===== config.mk =====
export PLATFORM = sky130hd
export DESIGN_NAME = avr_queue
export DESIGN_NICKNAME = d
export VERILOG_FILES = /design/src/sv/avr_pkg.sv /design/src/sv/avr_queue.sv
export SDC_FILE = /design/constraint.sdc
export NUM_CORES = 1
export LEC_CHECK = 0
export ABC_CLOCK_PERIOD_IN_PS = 13610
export BUFFER_PORTS_ARGS = -buffer_cell sky130_fd_sc_hd__buf_2
export CAP_MARGIN = 20
export CORE_MARGIN = 4
export CORE_UTILIZATION = 40
export CTS_CLUSTER_DIAMETER = 150
export DETAILED_ROUTE_END_ITERATION = 10
export GPL_TIMING_DRIVEN = 0
export PLACE_DENSITY = 0.68
export SETUP_SLACK_MARGIN = 0.2
export SKIP_CTS_REPAIR_TIMING = 1
export SYNTH_ARGS = -nofsm -noshare
export SYNTH_HDL_FRONTEND = slang
export SYNTH_SLANG_ARGS = --single-unit

===== constraint.sdc =====
create_clock -name clock -period 13.61 [get_ports clock]
set_input_delay 0 -clock clock [delete_from_list [all_inputs] [get_ports clock]]
set_output_delay 0 -clock clock [all_outputs]
set_load 0.02 [all_outputs]

===== src/sv/avr_pkg.sv =====
// shared types, constants and tables of the axis-angle rotation block
package avr_pkg;

   localparam int QUEUE_DEPTH_DEF = 4;
   localparam int SQRT_STEPS      = 32;
   localparam int DIV_STEPS       = 31;
   localparam int CORDIC_STEPS    = 30;

   localparam logic signed [35:0] Q30_PI     = 36'sd3373259426;
   localparam logic signed [35:0] Q30_TWOPI  = 36'sd6746518852;
   localparam logic signed [35:0] Q30_HALFPI = 36'sd1686629713;
   localparam logic signed [33:0] CORDIC_K   = 34'sd652032874;
   localparam logic signed [33:0] Q30_ONE    = 34'sd1073741824;

   // classified item handed from the front to the back
   typedef struct packed {
      logic [2:0][31:0] vec;
      logic [2:0][31:0] mag;
      logic [2:0]       neg;
      logic             zero;
      logic [19:0]      angle;
   } entry_type;

   function automatic logic signed [35:0] atan_q30(input int idx);
      logic signed [35:0] val;
      unique case (idx)
         0:  val = 36'sd843314856;
         1:  val = 36'sd497837829;
         2:  val = 36'sd263043836;
         3:  val = 36'sd133525158;
         4:  val = 36'sd67021686;
         5:  val = 36'sd33543515;
         6:  val = 36'sd16775850;
         7:  val = 36'sd8388437;
         8:  val = 36'sd4194282;
         9:  val = 36'sd2097149;
         10: val = 36'sd1048575;
         11: val = 36'sd524287;
         12: val = 36'sd262143;
         13: val = 36'sd131071;
         14: val = 36'sd65535;
         15: val = 36'sd32767;
         16: val = 36'sd16383;
         17: val = 36'sd8191;
         18: val = 36'sd4095;
         19: val = 36'sd2047;
         20: val = 36'sd1023;
         21: val = 36'sd511;
         22: val = 36'sd255;
         23: val = 36'sd127;
         24: val = 36'sd63;
         25: val = 36'sd31;
         26: val = 36'sd15;
         27: val = 36'sd7;
         28: val = 36'sd3;
         29: val = 36'sd1;
         default: val = 36'sd0;
      endcase
      return val;
   endfunction

endpackage


===== src/sv/avr_queue.sv =====
// short item queue between front and back
module avr_queue #(
   parameter int DEPTH = avr_pkg::QUEUE_DEPTH_DEF
) (
   input  logic               clock,
   input  logic               reset,
   input  logic               push_valid,
   output logic               push_ready,
   input  avr_pkg::entry_type push_data,
   output logic               pop_valid,
   input  logic               pop_ready,
   output avr_pkg::entry_type pop_data
);
   import avr_pkg::*;

   localparam int PTR_W = $clog2(DEPTH);
   localparam int CNT_W = $clog2(DEPTH + 1);

   entry_type        mem_ff [DEPTH];
   logic [PTR_W-1:0] wr_ptr_ff, rd_ptr_ff;
   logic [CNT_W-1:0] count_ff;
   logic             push_ok, pop_ok;

   assign push_ready = (count_ff != CNT_W'(DEPTH));
   assign pop_valid  = (count_ff != '0);
   assign pop_data   = mem_ff[rd_ptr_ff];
   assign push_ok    = push_valid && push_ready;
   assign pop_ok     = pop_valid && pop_ready;

   always_ff @(posedge clock) begin
      if (reset) begin
         wr_ptr_ff <= '0;
         rd_ptr_ff <= '0;
         count_ff  <= '0;
      end else begin
         if (push_ok) begin
            wr_ptr_ff <= (wr_ptr_ff == PTR_W'(DEPTH - 1)) ? '0 : wr_ptr_ff + 1'b1;
         end
         if (pop_ok) begin
            rd_ptr_ff <= (rd_ptr_ff == PTR_W'(DEPTH - 1)) ? '0 : rd_ptr_ff + 1'b1;
         end
         unique case ({push_ok, pop_ok})
            2'b10:   count_ff <= count_ff + 1'b1;
            2'b01:   count_ff <= count_ff - 1'b1;
            default: count_ff <= count_ff;
         endcase
      end
   end

   always_ff @(posedge clock) begin
      if (push_ok) mem_ff[wr_ptr_ff] <= push_data;
   end

endmodule


==> run summary <==
The flow ran to the end, and the final reports show no timing, DRC or antenna violations. The critical path in this run is classified as reg -> out. The logs give 1052 for the number of DRC markers after the initial detailed-route iteration and 5998 for the number of fill cells in the layout. The minimum clock period after layout is 2.819 ns, and the area growth from synthesis to layout is 27.99%. For the full die area, the log shows 83630 sq um.

The number of global-route vias before repair was 15411; the setup TNS was 0 ns. The run gives 2.82 ns as the arrival time of data at the critical path endpoint. After routing the design area is 40480 sq um. At the worst endpoint, the required time is 13.61 ns.

For the pin with the worst max-slew slack, the measured transition is 0.6981 ns. Detailed placement finished with a half-perimeter wire length of 42090 um. The share of the cycle needed by the critical path after routing came out at 0.2071. The most critical setup path has its endpoint at pop_data[129]. The highest achievable clock rate was 354.7 MHz; the first-pass GRT wire length was 96050 um. At the end of the flow, the number of nets in the layout was 2167. The final clock skew is 0.02317 ns. Share of synthesized flip-flops with an asynchronous set or reset: 0. TritonCTS created 87 clock buffers. The simple logic cell fraction of the synthesized area came out at 0.003007. STA classifies the critical path endpoint as an output pin.

Setup violations remaining at the end of the flow were counted as 0. For the total length of routed wires, the log shows 66890 um. The later pin in the worst-skew pair is clocked with a latency of 0.62 ns.

The tool flagged a number of max-cap violations equal to 0. For this block, the via count after detailed routing is 15239. The H-tree was split into 3 levels. For the number of rows created at floorplan, the log shows 102. After synthesis the netlist holds a flip-flop and latch count of 873. The core region is 77850 sq um. Count of final max-slew check failures: 0. The post-synthesis compound-gate area fraction works out to 0.001306.

The largest fanout on the critical path is 10. Entering global routing, the biggest net connects 57 pins. The number of instances on the worst hold path was 2; the remaining design rule violation count was 0. After synthesis, the largest family of logic cells by area is multiplexers.

The layout cell share with drive strength beyond 1 came out at 0.4121. The detailed-route vias per instance is 4.990, and the number of different library cells in the post-synthesis netlist is 23. Clock-pin slew was measured on the worst setup and hold paths at 0.06 ns. In this run the horizontal extent of the chip is 289.2 um. The fraction of the core area covered by cells at the end of the flow is 0.5199, and the sink count of the clock tree is 873. The logic depth of the worst register-to-register path works out to 9. The xor-xnor portion of the synthesized cell area was 0.0005539; the number of search-and-repair iterations in the first detailed-routing pass was 5. Counting flops with a built-in enable in the synthesized netlist gives 864. In this run the critical register-to-register path is captured at count_ff[2]. The longest clock path from root to sink contains 3 buffers.

Global routing finished with a remaining overflow of 0. Placer's final routability congestion estimate: 0.7431. The area share of fa/ha/maj cells after synthesis works out to 0.003007.

STA classifies the critical path startpoint as a flip-flop. For this run, the leading register cell type out of synthesis is sky130_fd_sc_hd__edfxtp_1. TritonCTS built the clock tree. The number of buffers added on ports works out to 436.

The tools report the total global-route track usage as 0.1536. The reg-to-reg startpoint is count_ff[2]. The sequential cell area fraction in the yosys report is 0.8260.

The tools report the total count of hold-check failures in the final report as 0. Hold timing on the final database bottoms out at a slack of 0.1262 ns. The analysis attributes to cell leakage a power of 13.64 nW.

The detail route stage leaves a number of antenna-violating nets equal to 0. Number of antenna violations at the first check in global routing: 7. The post-synthesis average cell area was 26.80 sq um; the instance count of the mapped netlist was 1180.

The placed instances occupy a cell area of 35570 sq um. The multiplexer area fraction after synthesis came out at 0.1544. The starting utilization of the core area came out at 0.4063.

The cell at the root of the clock tree was sky130_fd_sc_hd__clkbuf_16. Setup repair after global routing left no endpoint under its margin. For this run, the number of Yosys warnings is 0.

The number of nets handed over by synthesis was 1407. In this run the power density over the cells is 178.8 nW/um^2. The tools report the headroom to the max-slew limit as 0.5346. For the number of top-level pins, the log shows 438.

The cell area after technology mapping was 31630 sq um. In this run the register-to-register setup slack is 11.11 ns. The type of the most critical hold path was in -> reg. In this run the vertical extent of the chip is 289.2 um. The slack of the critical path is 10.79 ns, and the worst slack after detailed placement is 11.15 ns.

Routed length per instance: 21.90 um. The worst-case IR drop observed on VDD is 0.1729 mV.
critical path: stages (launching register included):
cell                      delay [ns]
sky130_fd_sc_hd__dfxtp_1        0.30
sky130_fd_sc_hd__buf_2          0.41
sky130_fd_sc_hd__buf_2          0.43
sky130_fd_sc_hd__buf_2          0.42
sky130_fd_sc_hd__mux4_2         0.41
sky130_fd_sc_hd__buf_2          0.20
cell usage in the layout (no fill, tap or decap):
cell	n
sky130_fd_sc_hd__edfxtp_1	864
sky130_fd_sc_hd__buf_2	460
sky130_fd_sc_hd__dlygate4sd3_1	219
sky130_fd_sc_hd__mux4_2	216
sky130_fd_sc_hd__clkbuf_16	88
sky130_fd_sc_hd__clkbuf_1	26
sky130_fd_sc_hd__clkinv_1	23
sky130_fd_sc_hd__buf_6	17
sky130_fd_sc_hd__buf_16	16
sky130_fd_sc_hd__clkinv_2	12
sky130_fd_sc_hd__dfxtp_1	9
sky130_fd_sc_hd__diode_2	7
sky130_fd_sc_hd__inv_1	6
sky130_fd_sc_hd__ha_1	6
sky130_fd_sc_hd__bufinv_16	5
sky130_fd_sc_hd__and3_4	4
sky130_fd_sc_hd__or3_1	4
sky130_fd_sc_hd__nor2_1	4
sky130_fd_sc_hd__clkinvlp_4	4
sky130_fd_sc_hd__a21oi_1	3
sky130_fd_sc_hd__inv_16	3
sky130_fd_sc_hd__buf_1	2
sky130_fd_sc_hd__nand2_1	2
sky130_fd_sc_hd__xor2_1	2
sky130_fd_sc_hd__o21ai_0	2
sky130_fd_sc_hd__mux2i_1	2
sky130_fd_sc_hd__nand2b_1	2
sky130_fd_sc_hd__o31ai_1	1
sky130_fd_sc_hd__or3b_1	1
sky130_fd_sc_hd__a211o_1	1
sky130_fd_sc_hd__fa_1	1
sky130_fd_sc_hd__clkinv_16	1
sky130_fd_sc_hd__inv_6	1
through the flow:
stage          std cells  power, mW
2_1_floorplan       1180      4.461
3_3_place_gp        2656      5.063
3_5_place_dp        2672      5.029
4_1_cts             2828      7.294
5_1_grt             3051      7.562
6_report            3054      7.239
layer usage:
| metal | routed length (um) | vias to the layer above | part of all wire | track usage |
|---|---|---|---|---|
| met5 | 13 | - | 0.00019 | 0 |
| met1 | 26360 | 7994 | 0.39 | 0.1956 |
| li1 | - | 6680 | - | - |
| met2 | 33820 | 463 | 0.51 | 0.2527 |
| met3 | 5289 | 100 | 0.079 | 0.05374 |
| met4 | 1409 | 2 | 0.021 | 0.04205 |
kinds of logic (layout without fill, tap and decap cells):
kind of cell	after synthesis	after routing
flip-flops	873	873
AO/OA/AOI/OAI	7	7
AND/OR/NAND/NOR	17	17
adder cells (fa/ha/maj)	7	7
other	0	7
XOR/XNOR	2	2
buffers and inverters	56	883
multiplexers	218	218
report_power, final:
part | leakage (nW) | switching [mW] | internal [mW]
clock network | 1.31 | 0.962 | 1.29
registers | 8.00 | 0.0523 | 3.23
logic | 4.33 | 0.995 | 0.714
total | 13.6 | 2.01 | 5.23
layout make-up:
type / instances / area, sq um / share of cell area
Multi-Input combinational cell: 251 / 5152 / 0.1273
Inverter: 6 / 22.52 / 0.0005564
Tap cell: 1040 / 1301 / 0.03215
Clock buffer: 107 / 2273 / 0.05617
Antenna cell: 7 / 17.52 / 0.0004328
Buffer: 50 / 345.3 / 0.008531
Clock inverter: 49 / 425.4 / 0.01051
Sequential cell: 873 / 26130 / 0.6454
Timing Repair Buffer: 671 / 4815 / 0.1189
Yosys cell counts (all sizes together) (2+ instances only):
master / n / area share
edfxtp: 864 / 0.82
mux4: 216 / 0.15
buf: 43 / 0.010
dfxtp: 9 / 0.0057
clkbuf: 7 / 0.00083
ha: 6 / 0.0024
inv: 6 / 0.00071
and3: 4 / 0.00083
nor2: 4 / 0.00047
or3: 4 / 0.00079
a21oi: 3 / 0.00047
mux2i: 2 / 0.00063
nand2: 2 / 0.00024
nand2b: 2 / 0.00040
o21ai: 2 / 0.00032
xor2: 2 / 0.00055
how the worst min path moves through the flow:
stage                              start             end  slack [ns]
after global placement     push_data[31]   mem_ff[0][31]        0.21
after detailed placement   push_data[67]   mem_ff[1][67]        0.21
after CTS                 push_data[191]  mem_ff[0][191]       -0.47
after global routing      push_data[172]  mem_ff[3][172]        0.08
after floorplan             push_data[0]    mem_ff[0][0]         0.1
final                     push_data[169]  mem_ff[3][169]        0.13
sequential cells by signal (all words and copies together) (netlist names), named ones only:
name and count:
mem_ff 864, count_ff 3, wr_ptr_ff 2, rd_ptr_ff 2
Power figures use the tool's default switching activity.
