===== config.mk =====
export PLATFORM = sky130hd
export DESIGN_NAME = avr_front
export DESIGN_NICKNAME = d
export VERILOG_FILES = /design/src/sv/avr_pkg.sv /design/src/sv/avr_front.sv
export SDC_FILE = /design/constraint.sdc
export NUM_CORES = 1
export LEC_CHECK = 0
export BUFFER_PORTS_ARGS = -buffer_cell sky130_fd_sc_hd__buf_4
export CAP_MARGIN = 40
export CELL_PAD_IN_SITES_DETAIL_PLACEMENT = 0
export CELL_PAD_IN_SITES_GLOBAL_PLACEMENT = 1
export CORE_MARGIN = 10
export CORE_UTILIZATION = 39
export DETAILED_ROUTE_END_ITERATION = 16
export GPL_TIMING_DRIVEN = 0
export PLACE_DENSITY = 0.95
export SYNTH_ARGS = -nofsm -noshare
export SYNTH_HDL_FRONTEND = slang
export SYNTH_SLANG_ARGS = --single-unit

===== constraint.sdc =====
create_clock -name vclk -period 27.1
set_clock_uncertainty 0.2 [all_clocks]
set_input_delay 4.065 -clock vclk [all_inputs]
set_output_delay 4.065 -clock vclk [all_outputs]
set_load 0.01 [all_outputs]

===== src/sv/avr_pkg.sv =====
// shared types, constants and tables of the axis-angle rotation block
package avr_pkg;

   localparam int QUEUE_DEPTH_DEF = 4;
   localparam int SQRT_STEPS      = 32;
   localparam int DIV_STEPS       = 31;
   localparam int CORDIC_STEPS    = 30;

   localparam logic signed [35:0] Q30_PI     = 36'sd3373259426;
   localparam logic signed [35:0] Q30_TWOPI  = 36'sd6746518852;
   localparam logic signed [35:0] Q30_HALFPI = 36'sd1686629713;
   localparam logic signed [33:0] CORDIC_K   = 34'sd652032874;
   localparam logic signed [33:0] Q30_ONE    = 34'sd1073741824;

   // classified item handed from the front to the back
   typedef struct packed {
      logic [2:0][31:0] vec;
      logic [2:0][31:0] mag;
      logic [2:0]       neg;
      logic             zero;
      logic [19:0]      angle;
   } entry_type;

   function automatic logic signed [35:0] atan_q30(input int idx);
      logic signed [35:0] val;
      unique case (idx)
         0:  val = 36'sd843314856;
         1:  val = 36'sd497837829;
         2:  val = 36'sd263043836;
         3:  val = 36'sd133525158;
         4:  val = 36'sd67021686;
         5:  val = 36'sd33543515;
         6:  val = 36'sd16775850;
         7:  val = 36'sd8388437;
         8:  val = 36'sd4194282;
         9:  val = 36'sd2097149;
         10: val = 36'sd1048575;
         11: val = 36'sd524287;
         12: val = 36'sd262143;
         13: val = 36'sd131071;
         14: val = 36'sd65535;
         15: val = 36'sd32767;
         16: val = 36'sd16383;
         17: val = 36'sd8191;
         18: val = 36'sd4095;
         19: val = 36'sd2047;
         20: val = 36'sd1023;
         21: val = 36'sd511;
         22: val = 36'sd255;
         23: val = 36'sd127;
         24: val = 36'sd63;
         25: val = 36'sd31;
         26: val = 36'sd15;
         27: val = 36'sd7;
         28: val = 36'sd3;
         29: val = 36'sd1;
         default: val = 36'sd0;
      endcase
      return val;
   endfunction

endpackage


===== src/sv/avr_front.sv =====
// front end: axis magnitudes, zero-axis check and power-of-two axis scaling
module avr_front (
   input  logic [31:0]        vec_x,
   input  logic [31:0]        vec_y,
   input  logic [31:0]        vec_z,
   input  logic [31:0]        axis_x,
   input  logic [31:0]        axis_y,
   input  logic [31:0]        axis_z,
   input  logic [19:0]        angle,
   output avr_pkg::entry_type entry
);
   import avr_pkg::*;

   logic [2:0][31:0] axis;
   logic [2:0][31:0] mag;
   logic [31:0]      mx;
   logic [4:0]       msb;
   logic [4:0]       shift;

   always_comb begin
      axis = {axis_z, axis_y, axis_x};
      for (int i = 0; i < 3; i++) begin
         mag[i] = axis[i][31] ? (~axis[i] + 32'd1) : axis[i];
      end
      mx = mag[0];
      if (mag[1] > mx) mx = mag[1];
      if (mag[2] > mx) mx = mag[2];
      msb = '0;
      for (int b = 0; b < 32; b++) begin
         if (mx[b]) msb = 5'(b);
      end
      // bring the largest component up to at least 2^30
      shift = (msb >= 5'd30) ? 5'd0 : (5'd30 - msb);
      for (int i = 0; i < 3; i++) begin
         entry.mag[i] = mag[i] << shift;
         entry.neg[i] = axis[i][31];
      end
      entry.vec   = {vec_z, vec_y, vec_x};
      entry.zero  = (mx == 32'd0);
      entry.angle = angle;
   end

endmodule


==> results.toml, run 1 <==
[status]
status = "finished clean"

[sta]
max_freq_mhz = 42.5
tns_ns = 0
tightest_slew_ns = 0.986
grt_setup_unrepaired = "false"
period_share_pct = 86.8
hold_viol = 0
slew_headroom_pct = 33.8
whs_ns = 8.11
setup_viol = 0
min_period_ns = 23.51
slew_violations = 0

[critical_path]
path_max_fanout = 10
slowest_stage = "a2111oi_1"
cp-end-kind = "output port"
cpLargestDelayFamily = "simple AND/OR/NAND/NOR gates"
critPathMostFrequentCell = "clkbuf_1"
path_buf_inv = 12
critical_path_class = "in2out"
cp.required_ns = 22.84
crit_arrival_ns = 19.24
cp_num_cells = 48
worst_setup_path_start_kind = "input pin"
cp_slowest_stage_delay_ns = 0.73

[synth]
synthCells = 1750
synth.area.top_cells = "mux2i_1 (8.0%), buf_4 (8.0%), ha_1 (7.2%), o21ai_0 (6.5%), nand2_1 (4.7%)"
yosys.area.top_type = "mux2i_1"
synth.yosys.seq_area_share_pct = 0
synth.distinct_cells = 99
synth_area_um2 = 11900
yosys_warnings = 0
syn-num-nets = 2030
syn_avg_cell_area_um2 = 6.79
yosysTopAreaCellShare_pct = 8.01

[final_layout]
seq_cell_count = 0
n_clock_buffer = 0
utilization_pct = 49.7
area_growth_pct = 24.9
seqCellArea_um2 = 0
finalNetCount = 2363
final_cells = 2471
multi_input_comb_area_um2 = 10100
antennaDiodeCount = 0
final_layout_size_suffix_gt1_share_pct = 28.7
fillers = 3141

[placed_design]
dpl.cell_count = 2469
placement.io_buffers = 312
hpwlAfterDp_um = 65700
place_congestion = 1.14

[hold_path]
hold_path_depth = 2
holdCritStartpoint = "vec_z[11]"
hold_path_class = "in2out"
hold_end = "entry[195]"

[clock_tree]
cts.repair.resized = 0
postCtsHoldBufs = 0
post-cts-setup-buffers = 0

[drt]
drc = 0
postRouteAntennaNets = 0
detail_route.wl_per_cell_um = 31.8
routed_via_density = 6.94
firstDrtPassIters = 7
dr_total_vias = 17100
initialDrtViolationCount = 2609
finalWirelength_um = 78600

[floorplan]
core_area_um2 = 29900
die_w_um = 195
ios = 428
rows = 63
die_h_um = 195
initial_core_util_pct = 39.8
dieArea_um2 = 37800

[global_route]
grt_pass1_vias = 16600
track_usage_pct = 38.2
grt_pass1_wl_um = 113000
grt_antenna_before_repair = 0
grt_overflow = 0
grt_max_degree = 11

[run]
cap_violations = 0
cells in the mapped netlist, types with 11 or more instances:
cell and count:
a211oi_1 32, a21o_1 15, a21oi_1 63, a31oi_1 31
and2_1 15, buf_2 48, buf_4 126, clkbuf_1 62
ha_1 68, inv_1 64, mux2_2 26, mux2i_1 95
nand2_1 150, nand2b_1 11, nand3_1 84, nand4_1 23
nor2_1 100, nor3_1 40, nor4_1 17, o2111ai_1 13
o211ai_1 59, o21ai_0 155, o221ai_1 20, o22ai_1 39
o2bb2ai_1 13, o31ai_1 33, o41ai_1 13, or2_2 13
or3_1 18, or4_1 18, xnor2_1 38, xor2_1 52
placed cells by master (no fill, tap or decap), types with 9 or more instances in the layout:
cell type | netlist | layout
o41ai_1 | 13 | 13
o2bb2ai_1 | 13 | 13
o31ai_1 | 33 | 33
o221ai_1 | 20 | 20
xor2_1 | 52 | 52
a22oi_1 | 10 | 10
inv_1 | 64 | 64
nand2_1 | 150 | 150
mux4_2 | 10 | 10
nor2_1 | 100 | 100
buf_4 | 126 | 450
mux2_2 | 26 | 26
o21ai_0 | 155 | 155
or3_1 | 18 | 18
nor3_1 | 40 | 40
buf_2 | 48 | 55
o2111ai_1 | 13 | 13
or2_2 | 13 | 13
a21oi_1 | 63 | 63
a21o_1 | 15 | 15
clkbuf_1 | 62 | 62
nand3_1 | 84 | 84
nor4_1 | 17 | 17
o22ai_1 | 39 | 39
o211ai_1 | 59 | 59
and2_1 | 15 | 15
a211oi_1 | 32 | 32
nand2b_1 | 11 | 11
a211o_1 | 9 | 9
or4_1 | 18 | 18
mux2i_1 | 95 | 95
a31oi_1 | 31 | 31
ha_1 | 68 | 68
xnor2_1 | 38 | 38
nand4_1 | 23 | 23
worst max-delay path by stage:
stage	endpoint	slack, ns	startpoint
finish	entry[48]	3.59	axis_y[15]
global route	entry[55]	3.20	axis_y[15]
CTS	entry[48]	4.28	axis_y[15]
detailed placement	entry[48]	4.30	axis_y[15]
global placement	entry[48]	4.24	axis_y[15]
floorplan	entry[86]	8.07	axis_y[15]
area by class of cell:
cell class,count,share of cell area (%)
Buffer,250,10.3
Multi-Input combinational cell,1436,68.2
Timing Repair Buffer,331,16.6
Tap cell,390,3.29
Inverter,64,1.62
stage by stage:
step	cell area [um^2]	worst slack (ns)
3_3_place_gp	14700	4.24
4_1_cts	14800	4.28
2_1_floorplan	11900	8.07
3_5_place_dp	14800	4.30
5_1_grt	14800	3.20
6_report	14800	3.59
metal layers:
metal / up-vias / global-route usage, % / wire, um / share of wire [%]
met1: 7927 / 46.9 / 29000 / 37
met5: - / 0 / 0 / 0
met3: 385 / 8.35 / 9730 / 12
met4: 0 / 24.2 / 5800 / 7.4
li1: 7250 / - / - / -
met2: 1582 / 59.2 / 34000 / 43
logic make-up (layout without fill, tap and decap cells):
group	after synthesis	after routing	share of synthesized area (%)
buf+inv	314	645	14.9
simple gates	523	523	21.9
fa+ha+maj	70	70	7.33
xor+xnor	91	91	6.77
mux	131	131	12.4
compound gates	621	621	36.8
Power of run 1 is not shown: default switching activity piles up to over one toggle a cycle in this logic, so the estimate is an artifact.
==> run 2: changes to the inputs <==
- ABC_AREA: default -> 1
- CORE_MARGIN: 10 -> 2
- CORE_UTILIZATION: 39 -> 36
==> run 2 against run 1 <==
Count of clock-buffer cells in the layout unchanged. Non-clock buffer count decreased by 24. Core utilization decreased by 3.9 points. Cell area decreased by 5.9%. Via count decreased by 2.6%. Critical path depth increased by 32. Area after synthesis decreased by 6.6%. Sequential share of layout area unchanged. Critical path type unchanged.
==> results.toml, run 2 <==
[sta]
tightest_slew_ns = 0.988
whs_ns = 8.11
period_share_pct = 79.6
slew_violations = 0
tns_ns = 0
setup_viol = 0
max_freq_mhz = 46.3
hold_viol = 0
min_period_ns = 21.58
grt_setup_unrepaired = "false"
slew_headroom_pct = 34.2

[global_route]
grt_pass1_vias = 15700
grt_max_degree = 11
grt_overflow = 0
track_usage_pct = 38.5
grt_pass1_wl_um = 94900
grt_antenna_before_repair = 0

[drt]
initialDrtViolationCount = 2086
postRouteAntennaNets = 0
detail_route.wl_per_cell_um = 22.9
dr_total_vias = 16700
routed_via_density = 5.81
drc = 0
finalWirelength_um = 65700
firstDrtPassIters = 9

[floorplan]
ios = 428
rows = 64
die_w_um = 180
dieArea_um2 = 32300
initial_core_util_pct = 36.4
die_h_um = 180
core_area_um2 = 30500

[final_layout]
final_area_um2 = 14000
multi_input_comb_area_um2 = 8930
seqCellArea_um2 = 0
final_common_cell = "nand3_1"
final_cells = 2874
antennaDiodeCount = 0
finalNetCount = 2760
final_layout_size_suffix_gt1_share_pct = 22.7
area_growth_pct = 25.8
n_clock_buffer = 0
seq_cell_count = 0
fillers = 3395
final_cell_mix = "nand3_1 (608), nand2_1 (595), buf_4 (437)"

[synth]
synth.yosys.seq_area_share_pct = 0
syn-num-nets = 2443
syn_avg_cell_area_um2 = 5.13
yosys_warnings = 0
synth.area.top_cells = "nand3_1 (27%), nand2_1 (20%), buf_4 (8.5%), ha_1 (7.7%), inv_1 (5.7%)"
synth.distinct_cells = 47
post-synth-top-count-cell = "nand3_1"
yosysTopAreaCellShare_pct = 27.4
synthCells = 2163
synth_area_um2 = 11100
synthTopCellsByCount = "nand3_1 (608), nand2_1 (595), inv_1 (169), buf_4 (125), nor2_1 (114)"
yosys.area.top_type = "nand3_1"

[placed_design]
hpwlAfterDp_um = 53700
placement.io_buffers = 312
placed_cell_area_um2 = 13900
dpl.cell_count = 2871
place_congestion = 1.04

[hold_path]
holdCritStartpoint = "vec_x[5]"
hold_path_class = "in2out"
hold_path_depth = 2
hold_end = "entry[125]"

[critical_path]
critPathLaunch = "axis_y[0]"
critical_path_class = "in2out"
worst_setup_path_start_kind = "input pin"
cp-end-kind = "output port"
crit_arrival_ns = 17.32
path_max_fanout = 10
slowest_stage = "buf_1"
cp.required_ns = 22.84
critPathMostFrequentCell = "nand2_1"
cp_slowest_stage_delay_ns = 0.70

[clock_tree]
postCtsHoldBufs = 0
cts.repair.resized = 0
post-cts-setup-buffers = 0

[run]
cap_violations = 0

[status]
status = "finished clean"
## run 2: stage by stage
| step | setup WS [ns] | utilization, % |
|---|---|---|
| after global routing | 4.65 | 45.8 |
| final | 5.52 | 45.8 |
| after floorplan | 10.11 | - |
| after global placement | 6.24 | 45.7 |
| after detailed placement | 6.13 | 45.7 |
| after CTS | 6.10 | 45.7 |
## run 2: final cells by class
class | instances | area share, %
Multi-Input combinational cell | 1739 | 63.9
Tap cell | 396 | 3.55
Timing Repair Buffer | 315 | 17.0
Buffer | 242 | 10.7
Inverter | 182 | 4.89
## run 2: logic make-up after synthesis
logic type	share of synthesized area (%)
simple gates	57.9
buf+inv	19.6
compound gates	7.99
xor+xnor	6.86
fa+ha+maj	7.66
## run 2: how the worst max path moves through the flow
| stage | to |
|---|---|
| 5_1_grt | entry[117] |
| 2_1_floorplan | entry[117] |
| 6_report | entry[77] |
| 3_3_place_gp | entry[87] |
| 3_5_place_dp | entry[87] |
| 4_1_cts | entry[87] |
## run 2: critical path, delay by kind of cell
kind	cells	cell delay, ns
and+or+nand+nor	52	7.34
xor gates and xnor gates	1	0.25
buffers and inverters	19	3.92
adders and majority gates	4	0.92
AOI/OAI and AO/OA	4	0.78
## run 2: per-layer routing
metal  share of wire [%]  global-route usage [%]  vias up
li1                    -                       -     7716
met1                  38                    47.9     7611
met2                  44                    61.8     1182
met3                  12                    9.87      194
met4                 5.6                    18.3        0
met5                   0                       0        -
Power of run 2 is left out for the same reason.
